===== src/sv/clro_pkg.sv =====
package clro_pkg;

  typedef enum logic [1:0] {
    MODE_FIFO = 2'd0,
    MODE_LRU  = 2'd1,
    MODE_MRU  = 2'd2,
    MODE_ALT  = 2'd3
  } policy_mode_t;

  localparam policy_mode_t MODE_RESET = MODE_LRU;

  // Control broadcast from the sequencer to every cell of the chain.
  typedef struct packed {
    logic compact;
    logic push;
    logic en_line;
    logic en_evict;
  } cell_ctl_t;

endpackage


===== src/sv/cache_line_replacement_order.sv =====
// An input transfer is captured in S_IDLE; S_PURGE then runs up to two compact steps
// through the cell chain and one insert step (no insert on a FIFO access), and S_REPORT
// hands the result over in one report step once the output register is free. The next
// input is taken only in S_IDLE. A waiting result does not block the next input transfer.
// Reset (rst_n low, synchronous): the list is empty, the policy is LRU, no result pending.
module cache_line_replacement_order
  import clro_pkg::*;
#(
  parameter int ENTRIES       = 16,
  parameter int ADDRESS_WIDTH = 32
) (
  input  logic        clk,
  input  logic        rst_n,
  input  logic        in_tvalid,
  output logic        in_tready,
  input  logic [63:0] in_tdata,   // line_address[31:0], evicted_address[63:32]
  input  logic        in_tuser,   // kind
  output logic        out_tvalid,
  input  logic        out_tready,
  // victim_address[31:0], victim_valid[32], dropped[33], entry_count[38:34], zero[39]
  output logic [39:0] out_tdata,
  input  logic        cfg_psel,
  input  logic        cfg_penable,
  input  logic        cfg_pwrite,
  input  logic [2:0]  cfg_paddr,
  input  logic [31:0] cfg_pwdata,
  output logic [31:0] cfg_prdata,
  output logic        cfg_pready
);

  localparam int AW = ADDRESS_WIDTH;
  localparam int CW = $clog2(ENTRIES + 1);

  typedef enum logic [1:0] {
    S_IDLE,
    S_PURGE,
    S_REPORT
  } state_t;

  state_t        state_r;
  policy_mode_t  mode_r;
  logic [CW-1:0] count_r;
  logic [AW-1:0] line_r;
  logic [AW-1:0] evict_r;
  logic          en_line_r;
  logic          en_evict_r;
  logic          drop_r;
  logic          out_tvalid_r;
  logic [31:0]   victim_r;
  logic          victim_valid_r;
  logic          dropped_r;
  logic [4:0]    entry_count_r;

  cell_ctl_t     ctl;
  logic          any_hole;
  logic [AW-1:0] head_q;
  logic [AW-1:0] tail_q;
  logic          cfg_wr;
  logic          list_full;
  logic          out_free;
  logic [AW-1:0] victim_sel;

  assign in_tready  = state_r == S_IDLE;
  assign cfg_pready = 1'b1;
  assign cfg_wr     = cfg_psel && cfg_penable && cfg_pwrite && !cfg_paddr[2];
  assign cfg_prdata = cfg_paddr[2] ? 32'd0 : {30'd0, mode_r};
  assign list_full  = count_r == CW'(ENTRIES);
  assign out_free   = !out_tvalid_r || out_tready;

  always_comb begin
    ctl.en_line  = en_line_r;
    ctl.en_evict = en_evict_r;
    ctl.compact  = (state_r == S_PURGE) && any_hole;
    ctl.push     = (state_r == S_PURGE) && !any_hole && en_line_r;
  end

  always_comb begin
    if (count_r == '0) begin
      victim_sel = '0;
    end else if (mode_r == MODE_MRU) begin
      victim_sel = head_q;
    end else begin
      victim_sel = tail_q;
    end
  end

  clro_chain #(
    .ENTRIES (ENTRIES),
    .AW      (AW),
    .CW      (CW)
  ) u_chain (
    .clk       (clk),
    .ctl       (ctl),
    .count     (count_r),
    .key_line  (line_r),
    .key_evict (evict_r),
    .any_hole  (any_hole),
    .head_q    (head_q),
    .tail_q    (tail_q)
  );

  always_ff @(posedge clk) begin
    if (!rst_n) begin
      state_r      <= S_IDLE;
      mode_r       <= MODE_RESET;
      count_r      <= '0;
      out_tvalid_r <= 1'b0;
      en_line_r    <= 1'b0;
      en_evict_r   <= 1'b0;
    end else begin
      if (cfg_wr) begin
        mode_r <= policy_mode_t'(cfg_pwdata[1:0]);
      end
      if (state_r == S_REPORT && out_free) begin
        out_tvalid_r <= 1'b1;
      end else if (out_tready) begin
        out_tvalid_r <= 1'b0;
      end
      case (state_r)
        S_IDLE: begin
          if (in_tvalid) begin
            line_r     <= AW'(in_tdata[31:0]);
            evict_r    <= AW'(in_tdata[63:32]);
            en_line_r  <= in_tuser || (mode_r != MODE_FIFO);
            en_evict_r <= in_tuser;
            drop_r     <= 1'b0;
            state_r    <= S_PURGE;
          end
        end
        S_PURGE: begin
          if (any_hole) begin
            count_r <= count_r - CW'(1);
          end else begin
            if (en_line_r) begin
              if (list_full) begin
                drop_r <= 1'b1;
              end else begin
                count_r <= count_r + CW'(1);
              end
            end
            state_r <= S_REPORT;
          end
        end
        S_REPORT: begin
          if (out_free) begin
            victim_r       <= 32'(victim_sel);
            victim_valid_r <= count_r != '0;
            dropped_r      <= drop_r;
            entry_count_r  <= 5'(count_r);
            en_line_r      <= 1'b0;
            en_evict_r     <= 1'b0;
            state_r        <= S_IDLE;
          end
        end
        default: begin
          state_r <= S_IDLE;
        end
      endcase
    end
  end

  assign out_tvalid = out_tvalid_r;
  assign out_tdata  = {1'b0, entry_count_r, dropped_r, victim_valid_r, victim_r};

endmodule


===== src/sv/clro_cell.sv =====
module clro_cell
  import clro_pkg::*;
#(
  parameter int AW = 32
) (
  input  logic          clk,
  input  cell_ctl_t     ctl,
  input  logic          entry_valid,
  input  logic [AW-1:0] key_line,
  input  logic [AW-1:0] key_evict,
  input  logic [AW-1:0] head_side_q,
  input  logic [AW-1:0] tail_side_q,
  input  logic          hole_in,
  output logic          hole_out,
  output logic [AW-1:0] entry_q
);

  logic [AW-1:0] entry_r;
  logic [AW-1:0] entry_nxt;
  logic          match;

  always_comb begin
    match = entry_valid &&
            ((ctl.en_line && (entry_r == key_line)) ||
             (ctl.en_evict && (entry_r == key_evict)));
    hole_out = hole_in | match;
  end

  // A compact step closes the first hole: every cell at or behind it pulls
  // from its tail-side neighbor. A push moves everything one cell toward the tail.
  always_comb begin
    entry_nxt = entry_r;
    if (ctl.compact && hole_out) begin
      entry_nxt = tail_side_q;
    end else if (ctl.push) begin
      entry_nxt = head_side_q;
    end
  end

  always_ff @(posedge clk) begin
    entry_r <= entry_nxt;
  end

  assign entry_q = entry_r;

endmodule


===== src/sv/clro_chain.sv =====
module clro_chain
  import clro_pkg::*;
#(
  parameter int ENTRIES = 16,
  parameter int AW      = 32,
  parameter int CW      = 5
) (
  input  logic          clk,
  input  cell_ctl_t     ctl,
  input  logic [CW-1:0] count,
  input  logic [AW-1:0] key_line,
  input  logic [AW-1:0] key_evict,
  output logic          any_hole,
  output logic [AW-1:0] head_q,
  output logic [AW-1:0] tail_q
);

  logic [AW-1:0]    q     [ENTRIES];
  logic [ENTRIES:0] hole;
  logic [ENTRIES-1:0] tail_sel;

  assign hole[0] = 1'b0;

  for (genvar i = 0; i < ENTRIES; i++) begin : g_cell
    logic [AW-1:0] head_side;
    logic [AW-1:0] tail_side;
    logic          valid;

    if (i == 0) begin : g_head
      assign head_side = key_line;
    end else begin : g_mid
      assign head_side = q[i-1];
    end

    if (i == ENTRIES - 1) begin : g_last
      assign tail_side = q[i];
    end else begin : g_inner
      assign tail_side = q[i+1];
    end

    assign valid       = CW'(i) < count;
    assign tail_sel[i] = count == CW'(i + 1);

    clro_cell #(
      .AW(AW)
    ) u_cell (
      .clk         (clk),
      .ctl         (ctl),
      .entry_valid (valid),
      .key_line    (key_line),
      .key_evict   (key_evict),
      .head_side_q (head_side),
      .tail_side_q (tail_side),
      .hole_in     (hole[i]),
      .hole_out    (hole[i+1]),
      .entry_q     (q[i])
    );
  end

  assign any_hole = hole[ENTRIES];
  assign head_q   = q[0];

  always_comb begin
    tail_q = '0;
    for (int i = 0; i < ENTRIES; i++) begin
      tail_q = tail_q | (tail_sel[i] ? q[i] : '0);
    end
  end

endmodule


===== config.mk =====
export PLATFORM = sky130hd
export DESIGN_NAME = cache_line_replacement_order
export DESIGN_NICKNAME = d
export VERILOG_FILES = /design/src/sv/clro_pkg.sv /design/src/sv/cache_line_replacement_order.sv /design/src/sv/clro_cell.sv /design/src/sv/clro_chain.sv
export SDC_FILE = /design/constraint.sdc
export NUM_CORES = 2
export LEC_CHECK = 0
export ABC_AREA = 1
export BUFFER_PORTS_ARGS = -buffer_cell sky130_fd_sc_hd__buf_2
export CORE_MARGIN = 4
export CORE_UTILIZATION = 58
export DETAILED_ROUTE_END_ITERATION = 8
export GPL_TIMING_DRIVEN = 1
export PLACE_DENSITY = 0.78
export SYNTH_ARGS = -nofsm -noshare
export SYNTH_HDL_FRONTEND = slang
export SYNTH_HIERARCHICAL = 1
export SYNTH_SLANG_ARGS = --single-unit

===== constraint.sdc =====
create_clock -name clk -period 8.65 [get_ports clk]
set_clock_uncertainty 0.2 [all_clocks]
set_input_delay 0.4325 -clock clk [delete_from_list [all_inputs] [get_ports clk]]
set_output_delay 0.4325 -clock clk [all_outputs]
set_load 0.02 [all_outputs]

Word level (Yosys, flattened, before mapping)
Cells that the tools add are included.
{"block": "op_classes", "bitwise_logic": 31, "mux": 67, "n_reduce_logical": 122, "n_lt_le_gt_ge": 16, "add_sub_neg": 2, "eq_ne": 57}
{"operator": "$mux W32", "count": 47}
{"operator": "$eq A32 B32 Y1", "count": 32}
{"operator": "$or A32 B32 Y32", "count": 15}
{"operator": "$logic_and A1 B1 Y1", "count": 71}
{"operator": "$eq A5 B4 Y1 const B", "count": 8}
{"operator": "$lt A4 B5 Y1 const A", "count": 8}
{"operator": "$reduce_bool A2 Y1", "count": 20}
{"operator": "$eq A5 B3 Y1 const B", "count": 4}
{"operator": "$lt A3 B5 Y1 const A", "count": 4}
{"operator": "$logic_or A1 B1 Y1", "count": 18}
{"operator": "$mux W5", "count": 3}
{"operator": "$or A1 B1 Y1", "count": 15}
{"operator": "$reduce_and A3 Y1", "count": 5}
{"operator": "$ne A2 B2 Y1 const B", "count": 6}
{"operator": "$eq A5 B2 Y1 const B", "count": 2}
{"operator": "$lt A1 B5 Y1 const A", "count": 2}
{"operator": "$lt A2 B5 Y1 const A", "count": 2}
{"operator": "$mux W1", "count": 9}
{"operator": "$mux W2", "count": 4}
{"operator": "$pmux W1 S2", "count": 3}
{"operator": "$pmux W2 S3", "count": 1}
{"operator": "$reduce_and A6 Y1", "count": 1}
{"operator": "$add A5 B1 Y5 const B", "count": 1}
{"operator": "$eq A5 B1 Y1 const B", "count": 1}
{"operator": "other kinds (10)", "count": 13}
{"block": "word_totals", "out_inout_bits": 75, "register_bits": 628}

Longest topological paths before layout
{"block": "logic_depth", "ltp_word": 24, "depth_mapped": 67}

Hierarchy
Netlist, hierarchy kept.
{"module": "clro_cell", "seq_area_each_um2": 960.9, "cells_per_inst": 384, "area_per_inst_um2": 2529.9, "n_inst": 16}
{"module": "clro_chain", "seq_area_each_um2": 0.0, "cells_per_inst": 1486, "area_per_inst_um2": 6535.0, "n_inst": 1}
{"module": "cache_line_replacement_order", "seq_area_each_um2": 3363.2, "cells_per_inst": 431, "area_per_inst_um2": 4888.4, "n_inst": 1}

Worst setup path before layout
Ideal clock, no wire load.
{"block": "synth_path", "path_kind": "reg2reg", "start": "register line_r[23]", "end": "register u_chain.g_cell[0].u_cell.entry_r[0], enable pin", "synth_period_minus_slack_ps": 8651, "setup_time_ps": 389, "required_time_ps": 8061, "slack_ps": -1, "path_stages_with_launch": 65, "t_arrival_ps": 8061, "path_cell_list": "edfxtp_1 -> inv_1 -> nand2_1 -> nand2_1 -> inv_1 -> nand2_1 -> nor2_1 -> nand2_1 -> nor2_1 -> nand3_1 -> nand2_1 -> nand2_2 -> nand2_4 -> buf_4 -> inv_1 -> nand2_4 -> buf_4 -> inv_1 -> (+29 left out) -> inv_1 -> nand2_4 -> buf_4 -> inv_1 -> nand2_4 -> buf_4 -> inv_1 -> nand2_4 -> buf_4 -> inv_1 -> nand2_4 -> buf_4 -> inv_1 -> nor2_4 -> clkbuf_1 -> nand2_4 -> buf_6 -> nand2_1"}
{"item": "from (decl)", "line_no": "cache_line_replacement_order.sv:43", "text": "logic [AW-1:0] line_r;"}
{"item": "from (signal assigned)", "line_no": "cache_line_replacement_order.sv:122", "text": "line_r <= AW'(in_tdata[31:0]);"}
{"item": "to (signal assigned)", "line_no": "clro_cell.sv:41", "text": "entry_r <= entry_nxt;"}
{"item": "to (decl)", "line_no": "clro_cell.sv:18", "text": "logic [AW-1:0] entry_r;"}

==> impl_results.md <==
- Post-layout net count: a little over 8000
- I/O pin cnt: roughly 180
- Routability congestion estimate from global placement: between 0.9 and 1
- Ratio of routed vias to standard cells: approximately 5.7
- Total of hold buffers inserted after clock tree synthesis: 76
- Hold Crit Endpoint: dropped_r
- Number of max-cap violations: 0
- Number of buffers added on ports: 117
- Via count of the first global-routing pass: 49076
- Worst-path clk slew: 60 ps
- Setup Fix Bufs, Post-CTS: 0
- Clock latency of the later-clocked register in the worst-skew pair: 670 ps
- Die height: 307.1 µm
- Cell type with the highest occurrence count on the critical path: sky130_fd_sc_hd__nand2_4
- Worst slew slack as a fraction of its limit: approximately a fifth
- Remaining global-route overflow: 0
- Post-layout minimum cycle time: a little over 8000 ps
- Pre-antenna DRT Iters: 7
- Total number of clock tree sinks: 628
- Worst EP required: slightly below 9000 ps
- Via count: between 50000 and 60000
- Endpoint of the worst-slack reg-to-reg timing path: u_chain/g_cell[1].u_cell/entry_q[7]
- Cell area power density: 151.5 nW/µm²
- IR Drop Worst-Case VDD: about 160 µV
- Fraction of the cycle the final worst path needs: 95.68%
- Start of the worst register-to-register path: line_r[7]
- FF+latch count, synth: 628
- Worst-margin pin slew: 1178 ps
- Critical path type: reg2reg
- Post-detailed-route count of antenna-violating nets: 0
- H-tree levels: 3
- Rows: 109
- Number of endpoints with negative hold slack in the final report: 0
- Max frequency: 120.8 MHz
- Slowest CP cell: sky130_fd_sc_hd__nand2_2
- Share of post-route cells with drive strength above 1: 6.600%
- Area of the core: 88650 µm²
- Clock tree from TritonCTS: built
- Width of the chip: 307.1 µm
- Number of synthesis warnings: 6
- Worst setup slack for register-to-register paths: 370 ps
- Lkg Pwr: 29.32 nW
- Data arrival time of the worst path: between 8000 and 9000 ps
- HPWL reported at the end of detailed placement: 141800 µm
- Global-route wire length before repair: 291700 µm
- Total Wirelength: 195600 µm
- Post-cts gate resize count: 0
- Kind of capture point of the worst setup path: register
- Global-route usage over all layers: 40.20%
- Final setup violation count: 0
- Final TNS setup: 0 ps
- Maximum number of pins on one net before global-route repair: approximately 140
- Clock root buffer: sky130_fd_sc_hd__clkbuf_16
- Hold_sp: drop_r
- Proportion of synthesized chip area in sequential cells: 36.10%
- Post-synthesis instance area: around 52000 µm²
- Total power of the final layout: 0.008560 W
- Hold Crit Class: reg2reg
- Hold depth: 0
- Max-slew violations: 0
- RSZ-0062 raised after global routing: false
- Instance count of the mapped netlist: 8061
- Outcome: finished, final reports clean
- Area enclosed by the die boundary: 94340 µm²
- Initial antenna violation count: 0
- Cts bufs inserted: 77
- Avg WL per Cell: 20.82 µm
- Post-route DRC: 0
- Worst-path fanout max: 34
- Number of cells on the worst reg-to-reg path: 43
- Number of unique standard cell types used by synthesis: 39
- Initial Util: slightly below 60%
- Syn_area_per_cell: 6.439 µm²
- Area Overhead vs Synth: 8.893%
- Max Root-Sink Buffers: 3
- Worst Setup Start Kind: register
- Violation count after the first detailed-route iteration: roughly 7000
- Largest stage delay on the critical path: 870 ps
[critical path, delay by kind of cell (launching register included)]
kind                   cells  cell delay [ps]
DFF                        1              840
and+or+nand+nor           26             4920
buffers and inverters     17             1810
[flip-flops by register name, indices dropped and copies added, names as in the netlist]
register / flops
u_chain/g_cell.u_cell/entry_q: 512
evict_r: 32
line_r: 32
victim_r: 32
count_r: 5
entry_count_r: 5
mode_r: 2
state_r: 2
drop_r: 1
dropped_r: 1
en_evict_r: 1
en_line_r: 1
out_tvalid: 1
victim_valid_r: 1
[per-stage QoR]
stage	hold WS, ps	instances	util (%)	worst slack [ps]	cell area, µm²
6_report	262.6	9393	63.76	373.6	56520
5_1_grt	278.4	9392	63.75	115.1	56520
4_1_cts	248.7	9392	63.75	696.4	56520
3_5_place_dp	238.2	9176	60.06	725.0	53240
3_3_place_gp	237.3	9176	60.06	824.1	53240
2_1_floorplan	200.3	8091	-	269.0	52050
[report_power, final]
part	internal [W]	switching (W)
combinational	0.000430	0.00110
sequential	0.00349	0.000192
clock	0.00194	0.00142
[layout by cell type, fill, tap and decap left out, drive strengths merged]
master | synthesis | layout
a211oi | 1 | 1
a21boi | 33 | 33
a21oi | 10 | 10
buf | 204 | 258
bufinv | 0 | 8
clkbuf | 134 | 97
clkinv | 17 | 47
clkinvlp | 0 | 1
conb | 3 | 33
dfxtp | 12 | 12
diode | 0 | 1
dlygate4sd3 | 0 | 76
edfxtp | 616 | 616
fa | 1 | 1
ha | 3 | 3
inv | 1325 | 1329
nand2 | 3119 | 3119
nand3 | 770 | 770
nand4 | 322 | 322
nor2 | 819 | 819
nor3 | 50 | 50
nor4 | 1 | 1
o2111ai | 1 | 1
o211ai | 1 | 1
o21a | 1 | 1
o21ai | 216 | 216
o22ai | 32 | 32
o31ai | 1 | 1
or2 | 16 | 16
xnor2 | 241 | 241
xor2 | 112 | 112
[layout make-up]
| class | count | area [µm²] |
|---|---|---|
| Antenna cell | 1 | 2.502 |
| Clock buffer | 97 | 2074 |
| Clock inverter | 43 | 435.4 |
| Fill cell | 8330 | 32130 |
| Inverter | 1342 | 5041 |
| Multi-Input combinational cell | 5783 | 26320 |
| Sequential cell | 628 | 18740 |
| Tap cell | 1165 | 1458 |
| Timing Repair Buffer | 334 | 2442 |
[Yosys cell counts (all sizes together)]
cell type | number | area, µm²
o31ai | 1 | 7.510
clkbuf | 134 | 504.2
dfxtp | 12 | 240.2
xnor2 | 241 | 2111
a21boi | 33 | 247.7
clkinv | 17 | 63.81
o21ai | 216 | 1081
ha | 3 | 37.54
a21oi | 10 | 50.05
buf | 204 | 1508
o22ai | 32 | 200.2
inv | 1325 | 4976
nor3 | 50 | 250.2
o2111ai | 1 | 8.760
nand4 | 322 | 2014
conb | 3 | 11.26
fa | 1 | 20.02
a211oi | 1 | 7.510
edfxtp | 616 | 18500
nor2 | 819 | 3094
o21a | 1 | 7.510
xor2 | 112 | 980.9
o211ai | 1 | 7.510
nand3 | 770 | 3864
nand2 | 3119 | 12010
nor4 | 1 | 6.260
or2 | 16 | 100.1
[metal layers]
layer | GRT usage (%) | vias to the layer above | routed length (µm)
met3 | 5.544 | 713 | 20540
li1 | - | 25255 | -
met1 | 51.11 | 24383 | 71910
met5 | 0 | - | 0
met2 | 62.12 | 3480 | 84870
met4 | 31.37 | 0 | 18260
[how the worst max path moves through the flow]
stage                            from                                   to  slack (ps)  cells past startpoint
after CTS                   line_r[7]  u_chain/g_cell[1].u_cell/entry_q[7]         700                     43
after global routing      evict_r[23]  u_chain/g_cell[1].u_cell/entry_q[7]         120                     48
final                       line_r[7]  u_chain/g_cell[1].u_cell/entry_q[7]         370                     43
after detailed placement    line_r[7]  u_chain/g_cell[1].u_cell/entry_q[1]         730                     43
after floorplan           evict_r[15]  u_chain/g_cell[0].u_cell/entry_q[0]         270                     62
after global placement      line_r[7]  u_chain/g_cell[1].u_cell/entry_q[0]         820                     43
[cell families (layout without fill, tap and decap cells)]
group	count (synthesis)	count (layout)	share of synthesized area, %
AOI/OAI and AO/OA	296	296	3.117
xor gates and xnor gates	353	353	5.957
adders and majority gates	4	4	0.1109
buffers and inverters	1680	1816	13.59
DFF	628	628	36.10
other	3	34	0.02169
and+or+nand+nor	5097	5097	41.10
Power figures use the tool's default switching activity.
